$ cat src/rtl/core/ppid_pkg.sv
// Shared types and constants for the positional PID controller.
package ppid_pkg;

    localparam int SAMPLE_W   = 16;
    localparam int ERR_W      = 17;
    localparam int DIFF_W     = 18;
    localparam int GAIN_W     = 16;
    localparam int INTEG_W    = 24;
    localparam int ILIM_W     = 23;
    localparam int DLIM_W     = 15;
    localparam int CFG_IDX_W  = 3;
    localparam int CFG_DATA_W = 23;

    localparam logic [CFG_IDX_W-1:0] REG_PROP_GAIN       = 3'd0;
    localparam logic [CFG_IDX_W-1:0] REG_INTEG_GAIN      = 3'd1;
    localparam logic [CFG_IDX_W-1:0] REG_DERIV_GAIN      = 3'd2;
    localparam logic [CFG_IDX_W-1:0] REG_INTEGRAL_LIMIT  = 3'd3;
    localparam logic [CFG_IDX_W-1:0] REG_DRIVE_LIMIT     = 3'd4;
    localparam logic [CFG_IDX_W-1:0] REG_INTEGRAL_ENABLE = 3'd5;

    localparam logic [GAIN_W-1:0] PROP_GAIN_RST      = 16'd256;
    localparam logic [GAIN_W-1:0] INTEG_GAIN_RST     = 16'd0;
    localparam logic [GAIN_W-1:0] DERIV_GAIN_RST     = 16'd0;
    localparam logic [ILIM_W-1:0] INTEGRAL_LIMIT_RST = 23'h7FFFFF;
    localparam logic [DLIM_W-1:0] DRIVE_LIMIT_RST    = 15'h7FFF;

    typedef struct packed {
        logic [GAIN_W-1:0] prop_gain;
        logic [GAIN_W-1:0] integ_gain;
        logic [GAIN_W-1:0] deriv_gain;
        logic [ILIM_W-1:0] integral_limit;
        logic [DLIM_W-1:0] drive_limit;
        logic              integral_enable;
    } ppid_cfg_t;

endpackage

$ cat src/rtl/core/ppid_cfg_regs.sv
// Configuration register file for the positional PID controller.
module ppid_cfg_regs
(
    input  logic                          clk,
    input  logic                          rst_n,
    input  logic                          cfg_valid,
    output logic                          cfg_ready,
    input  logic [ppid_pkg::CFG_IDX_W-1:0]  cfg_index,
    input  logic [ppid_pkg::CFG_DATA_W-1:0] cfg_data,
    output ppid_pkg::ppid_cfg_t           cfg
);
    import ppid_pkg::*;

    ppid_cfg_t cfg_reg;
    ppid_cfg_t cfg_next;

    assign cfg_ready = 1'b1;
    assign cfg       = cfg_reg;

    always_comb
    begin
        cfg_next = cfg_reg;
        if (cfg_valid)
        begin
            unique case (cfg_index)
                REG_PROP_GAIN:       cfg_next.prop_gain       = cfg_data[GAIN_W-1:0];
                REG_INTEG_GAIN:      cfg_next.integ_gain      = cfg_data[GAIN_W-1:0];
                REG_DERIV_GAIN:      cfg_next.deriv_gain      = cfg_data[GAIN_W-1:0];
                REG_INTEGRAL_LIMIT:  cfg_next.integral_limit  = cfg_data[ILIM_W-1:0];
                REG_DRIVE_LIMIT:     cfg_next.drive_limit     = cfg_data[DLIM_W-1:0];
                REG_INTEGRAL_ENABLE: cfg_next.integral_enable = cfg_data[0];
                default:             cfg_next = cfg_reg;
            endcase
        end
    end

    always_ff @(posedge clk or negedge rst_n)
    begin
        if (!rst_n)
        begin
            cfg_reg.prop_gain       <= PROP_GAIN_RST;
            cfg_reg.integ_gain      <= INTEG_GAIN_RST;
            cfg_reg.deriv_gain      <= DERIV_GAIN_RST;
            cfg_reg.integral_limit  <= INTEGRAL_LIMIT_RST;
            cfg_reg.drive_limit     <= DRIVE_LIMIT_RST;
            cfg_reg.integral_enable <= 1'b1;
        end
        else
        begin
            cfg_reg <= cfg_next;
        end
    end

endmodule

$ cat src/rtl/core/positional_pid_controller.sv
// Top level of the positional PID controller: input, error, product and output stages.
//
// Usage: each transaction on the s_axis channel carries one measured sample and
// one target sample; each gives exactly one drive transaction on m_axis, in order.
// The configuration channel (cfg_valid/cfg_ready, cfg_index, cfg_data) writes the
// gains, limits and integral enable; it is always ready and should be written
// only while no sample is in flight. Unknown indexes are ignored.
// The path is four register stages: input, error and integral update, the three
// gain multiplies, and the final sum, shift and output clamp. A new sample can be
// taken every cycle while the receiver does not stall; the integral and last-error
// update sits in a single stage, so samples follow each other with no gap.
// When the receiver stalls, each stage holds its item and upstream stages keep
// filling any empty slots, so s_axis_tready drops only once every stage is full.
// Reset clears all stages, the integral and the last error, and loads the
// register defaults (unity proportional gain, full limits, integral on).
module positional_pid_controller
(
    input  logic                          clk,
    input  logic                          rst_n,
    input  logic                          s_axis_tvalid,
    output logic                          s_axis_tready,
    input  logic [31:0]                   s_axis_tdata,  // [15:0] measured, [31:16] target
    output logic                          m_axis_tvalid,
    input  logic                          m_axis_tready,
    output logic [15:0]                   m_axis_tdata,  // [15:0] drive
    input  logic                          cfg_valid,
    output logic                          cfg_ready,
    input  logic [ppid_pkg::CFG_IDX_W-1:0]  cfg_index,
    input  logic [ppid_pkg::CFG_DATA_W-1:0] cfg_data
);
    import ppid_pkg::*;

    localparam int PP_W  = GAIN_W + 1 + ERR_W;    // proportional product
    localparam int PD_W  = GAIN_W + 1 + DIFF_W;   // derivative product
    localparam int PI_W  = GAIN_W + 1 + INTEG_W;  // integral product
    localparam int ACC_W = PI_W + 1;
    localparam int SH_W  = ACC_W - 8;

    ppid_cfg_t cfg;

    ppid_cfg_regs u_cfg
    (
        .clk       (clk),
        .rst_n     (rst_n),
        .cfg_valid (cfg_valid),
        .cfg_ready (cfg_ready),
        .cfg_index (cfg_index),
        .cfg_data  (cfg_data),
        .cfg       (cfg)
    );

    // Stage valids and ready chain.
    logic v0_reg, v1_reg, v2_reg, v3_reg;
    logic rdy0, rdy1, rdy2, rdy3;

    assign rdy3 = !v3_reg || m_axis_tready;
    assign rdy2 = !v2_reg || rdy3;
    assign rdy1 = !v1_reg || rdy2;
    assign rdy0 = !v0_reg || rdy1;

    assign s_axis_tready = rdy0;
    assign m_axis_tvalid = v3_reg;

    wire adv0 = s_axis_tvalid && rdy0;
    wire adv1 = v0_reg && rdy1;
    wire adv2 = v1_reg && rdy2;
    wire adv3 = v2_reg && rdy3;

    // Stage 0: input samples.
    logic signed [SAMPLE_W-1:0] meas_reg, tgt_reg;

    // Loop state.
    logic signed [INTEG_W-1:0] integral_reg, integral_next;
    logic signed [ERR_W-1:0]   prev_err_reg;

    // Stage 1: error, difference and integral operand.
    logic signed [ERR_W-1:0]   err_reg;
    logic signed [DIFF_W-1:0]  diff_reg;
    logic signed [INTEG_W-1:0] iop_reg;

    // Stage 2: products.
    logic signed [PP_W-1:0] pp_reg;
    logic signed [PD_W-1:0] pd_reg;
    logic signed [PI_W-1:0] pi_reg;

    // Stage 3: output.
    logic signed [SAMPLE_W-1:0] drive_reg;

    // Error and integral update.
    logic signed [ERR_W-1:0]   err;
    logic signed [DIFF_W-1:0]  diff;
    logic                      opposite;
    logic signed [INTEG_W:0]   isum;
    logic signed [INTEG_W:0]   ilim;
    logic signed [INTEG_W-1:0] iop;

    always_comb
    begin
        err  = ERR_W'(tgt_reg) - ERR_W'(meas_reg);
        diff = DIFF_W'(err) - DIFF_W'(prev_err_reg);
        // Zero on either side is not a sign change.
        opposite = (prev_err_reg < 0 && err > 0) || (prev_err_reg > 0 && err < 0);
        ilim = $signed({2'b00, cfg.integral_limit});
        if (opposite)
            isum = (INTEG_W+1)'(err);
        else
            isum = (INTEG_W+1)'(integral_reg) + (INTEG_W+1)'(err);
        priority if (isum > ilim)
            integral_next = ilim[INTEG_W-1:0];
        else if (isum < -ilim)
            integral_next = -ilim[INTEG_W-1:0];
        else
            integral_next = isum[INTEG_W-1:0];
        if (!cfg.integral_enable)
            integral_next = integral_reg;
        iop = cfg.integral_enable ? integral_next : '0;
    end

    // Final sum, floor shift and output clamp.
    logic signed [ACC_W-1:0]    acc;
    logic signed [SH_W-1:0]     shifted;
    logic signed [SH_W-1:0]     dlim;
    logic signed [SAMPLE_W-1:0] drive;

    always_comb
    begin
        acc     = ACC_W'(pp_reg) + ACC_W'(pd_reg) + ACC_W'(pi_reg);
        shifted = acc[ACC_W-1:8];
        dlim    = $signed({{(SH_W-DLIM_W){1'b0}}, cfg.drive_limit});
        priority if (shifted > dlim)
            drive = dlim[SAMPLE_W-1:0];
        else if (shifted < -dlim)
            drive = -dlim[SAMPLE_W-1:0];
        else
            drive = shifted[SAMPLE_W-1:0];
    end

    assign m_axis_tdata = drive_reg;

    always_ff @(posedge clk or negedge rst_n)
    begin
        if (!rst_n)
        begin
            v0_reg       <= 1'b0;
            v1_reg       <= 1'b0;
            v2_reg       <= 1'b0;
            v3_reg       <= 1'b0;
            integral_reg <= '0;
            prev_err_reg <= '0;
        end
        else
        begin
            if (rdy0)
                v0_reg <= s_axis_tvalid;
            if (rdy1)
                v1_reg <= v0_reg;
            if (rdy2)
                v2_reg <= v1_reg;
            if (rdy3)
                v3_reg <= v2_reg;
            if (adv1)
            begin
                integral_reg <= integral_next;
                prev_err_reg <= err;
            end
        end
    end

    always_ff @(posedge clk)
    begin
        if (adv0)
        begin
            meas_reg <= s_axis_tdata[15:0];
            tgt_reg  <= s_axis_tdata[31:16];
        end
        if (adv1)
        begin
            err_reg  <= err;
            diff_reg <= diff;
            iop_reg  <= iop;
        end
        if (adv2)
        begin
            pp_reg <= $signed({1'b0, cfg.prop_gain})  * err_reg;
            pd_reg <= $signed({1'b0, cfg.deriv_gain}) * diff_reg;
            pi_reg <= $signed({1'b0, cfg.integ_gain}) * iop_reg;
        end
        if (adv3)
            drive_reg <= drive;
    end

endmodule

$ cat config.mk
export PLATFORM = sky130hd
export DESIGN_NAME = positional_pid_controller
export DESIGN_NICKNAME = d
export VERILOG_FILES = /design/src/rtl/core/ppid_pkg.sv /design/src/rtl/core/ppid_cfg_regs.sv /design/src/rtl/core/positional_pid_controller.sv
export SDC_FILE = /design/constraint.sdc
export NUM_CORES = 2
export LEC_CHECK = 0
export ABC_CLOCK_PERIOD_IN_PS = 9040
export CAP_MARGIN = 30
export CORE_ASPECT_RATIO = 1.25
export CORE_UTILIZATION = 30
export DETAILED_ROUTE_END_ITERATION = 16
export DONT_BUFFER_PORTS = 1
export PLACE_DENSITY = 0.48
export SLEW_MARGIN = 10
export SYNTH_ARGS = -nofsm -noshare
export SYNTH_HDL_FRONTEND = slang
export SYNTH_SLANG_ARGS = --single-unit
export TNS_END_PERCENT = 30
$ cat constraint.sdc
create_clock -name clk -period 9.04 [get_ports clk]
set_input_delay 0 -clock clk [delete_from_list [all_inputs] [get_ports clk]]
set_output_delay 0 -clock clk [all_outputs]
set_load 0.01 [all_outputs]
==> impl_metrics.tcl <==
set metrics [dict create \
    outcome "finished clean" \
    cp_num_cells 27 \
    wirelength_mm 165 \
    syn_inst 5777 \
    gr-total-overflow 0 \
    crit_required_ps 9410 \
    drtIter0Drc 2202 \
    largest_reg_flops 87 \
    antenna_found_initial 22 \
    slew_headroom 0.308 \
    min_path_cells 4 \
    post_cts_resized 0 \
    synth_area_mm2 0.0555 \
    dp_slack_ps 999 \
    cts.clk_slew.worst_paths_ps 70 \
    nNetsFinal 7321 \
    reg2reg_depth 27 \
    critPathBufInv 1 \
    rsz0062_at_grt "false" \
    synth_ff_type "edfxtp_1" \
    skew_ps 55.3 \
    die-height_um 483 \
    dpl.hpwl_mm 133 \
    final_max_slew_viol_count 0 \
    critPathSlowestCell "o211a_1" \
    synth.distinct_cells 95 \
    clockRootBuffer "clkbuf_16" \
    io_pins 82 \
    port-buffer-count 0 \
    hold_violations 0 \
    yosys_warnings 0 \
    r2r_setup_slack_ps 1040 \
    hold_path_class "primary input to flip-flop" \
    synth_edf_count 217 \
    tightest_slew_ps 1030 \
    fp.dieArea_mm2 0.187 \
    post-synth-top-count-cell "inv_1" \
    cp.arrival_ps 8370 \
    ant_nets 0 \
    drive_gt1_frac 0.0561 \
    ys_seq_area_frac 0.178 \
    routed-via-count 39600 \
    cts_sinks 349 \
    avgSynthCellArea_um2 9.60 \
    setup_violations 0 \
    cp_top_family "compound AO/OA/AOI/OAI gates" \
    gp_congestion 0.864 \
    clock_latency_ps 670 \
    synth_nets 7276 \
    start_util 0.302 \
    maxCapViolations 0 \
    layout_min_cycle_time_ps 8000 \
    slowest_delay_ps 690 \
    post-route-period-util 0.885 \
    end_kind "flip-flop" \
    cp-start-kind "flip-flop" \
    die_w_um 387 \
    first_global_vias 42800 \
    synth_top_area_frac 0.333 \
    ys_ff_latch 349 \
    tns_ps 0 \
    ctsHoldBuffers 131 \
    htree_levels 2 \
    cts_setup_buffers 0 \
    yosysTopAreaCell "fa_1" \
    yosys-top-cells-count "1146 x inv_1, 922 x fa_1, 698 x nand2_1, 514 x ha_1, 402 x and2_1" \
    grt_pass1_wl_mm 258 \
    synthToLayoutAreaGrowth_pct 10.3 \
    row_count 176 \
    path_max_fanout 18 \
    setup_slack_ps 1040 \
    post_drt_wl_per_cell_um 20.0 \
    grt_max_degree 132 \
    max_clock_freq_ghz 0.125 \
    async_flop_share 0.378 \
    drc_errors 0 \
    cts_buffer_depth 3 \
    first_pass_iters 5 \
    grt_usage 0.181 \
    via_per_inst 4.79 \
    core-area_mm2 0.184 \
    cts_tree "built" \
    cts_made_buffers 46 \
    crit_type "flip-flop to flip-flop" \
    synth_area_leaders "fa_1 33%, edfxtp_1 12%, ha_1 12%" \
]
-- kinds of logic (layout without fill, tap and decap cells) --
kind of cell             count (synthesis)  after routing  share of synthesized area
flip-flops                             349            349                      0.178
adder cells (fa/ha/maj)               1436           1436                      0.449
XOR/XNOR                               193            193                     0.0305
AO/OA/AOI/OAI                          699            699                     0.0831
other                                    1              3                  0.0000676
AND/OR/NAND/NOR                       1640           1640                      0.145
buffers and inverters                 1345           1428                     0.0921
multiplexers                           114            114                     0.0228
-- area by class of cell --
cell class                 count  area (um2)
fill                       18900      123000
multi-input combinational   4083       40500
sequential                   349        9870
inverter                    1146        4300
tap                         2403        3010
timing repair buffer         196        1880
clock buffer                  61        1280
clock inverter                25         327
antenna                        2        5.00
-- cell usage in the layout (no fill, tap or decap), types with 63 or more instances in the layout --
cell type and count:
a21o_1 87, nand3_1 63, nor2_1 159, mux2_2 94
fa_1 922, dfrtp_1 92, ha_1 514, edfxtp_1 217
a21oi_1 180, and2_1 401, dlygate4sd3_1 130, nor3_1 76
nand2_1 698, o21ai_0 137, xnor2_1 143, inv_1 1145
-- per-stage QoR --
stage | hold WS (ps) | std cells | area, um2 | utilization
finish | 85.0 | 8265 | 61200 | 0.333
CTS | 19.8 | 8260 | 61100 | 0.333
detailed placement | -292 | 8043 | 58200 | 0.317
floorplan | -296 | 5777 | 55500 | -
global placement | -288 | 8038 | 58100 | 0.316
global route | 77.4 | 8264 | 61200 | 0.333
-- worst paths after layout --
| kind | start | endpoint |
|---|---|---|
| min reg2reg | v0_reg$_DFFE_PN0N_ | v1_reg$_DFFE_PN0P_ |
| min in group asynchronous | rst_n | integral_reg[20]$_DFFE_PN0P_ |
| min | cfg_index[0] | u_cfg.cfg[81]$_DFFE_PN0P_ |
| max | meas_reg[0]$_DFFE_PP_ | iop_reg[9]$_SDFFCE_PN0P_ |
| max reg2reg | meas_reg[0]$_DFFE_PP_ | iop_reg[9]$_SDFFCE_PN0P_ |
| max in group asynchronous | rst_n | integral_reg[19]$_DFFE_PN0P_ |
-- layer usage --
metal / share of wire / track usage / vias to the layer above
li1: - / - / 18400
met1: 0.43 / 0.227 / 20300
met2: 0.50 / 0.326 / 768
met3: 0.038 / 0.0199 / 201
met4: 0.029 / 0.0510 / 10
met5: 0.00039 / 0 / -
-- worst min-delay path, delay by kind of cell --
kind / cells / cell delay (ps)
AND/OR/NAND/NOR: 2 / 230
buffers and inverters: 1 / 210
multiplexers: 1 / 250
Power is left out: the tool's default activity adds up to more than one toggle a clock period on the data nets, which glitch-free logic cannot reach.
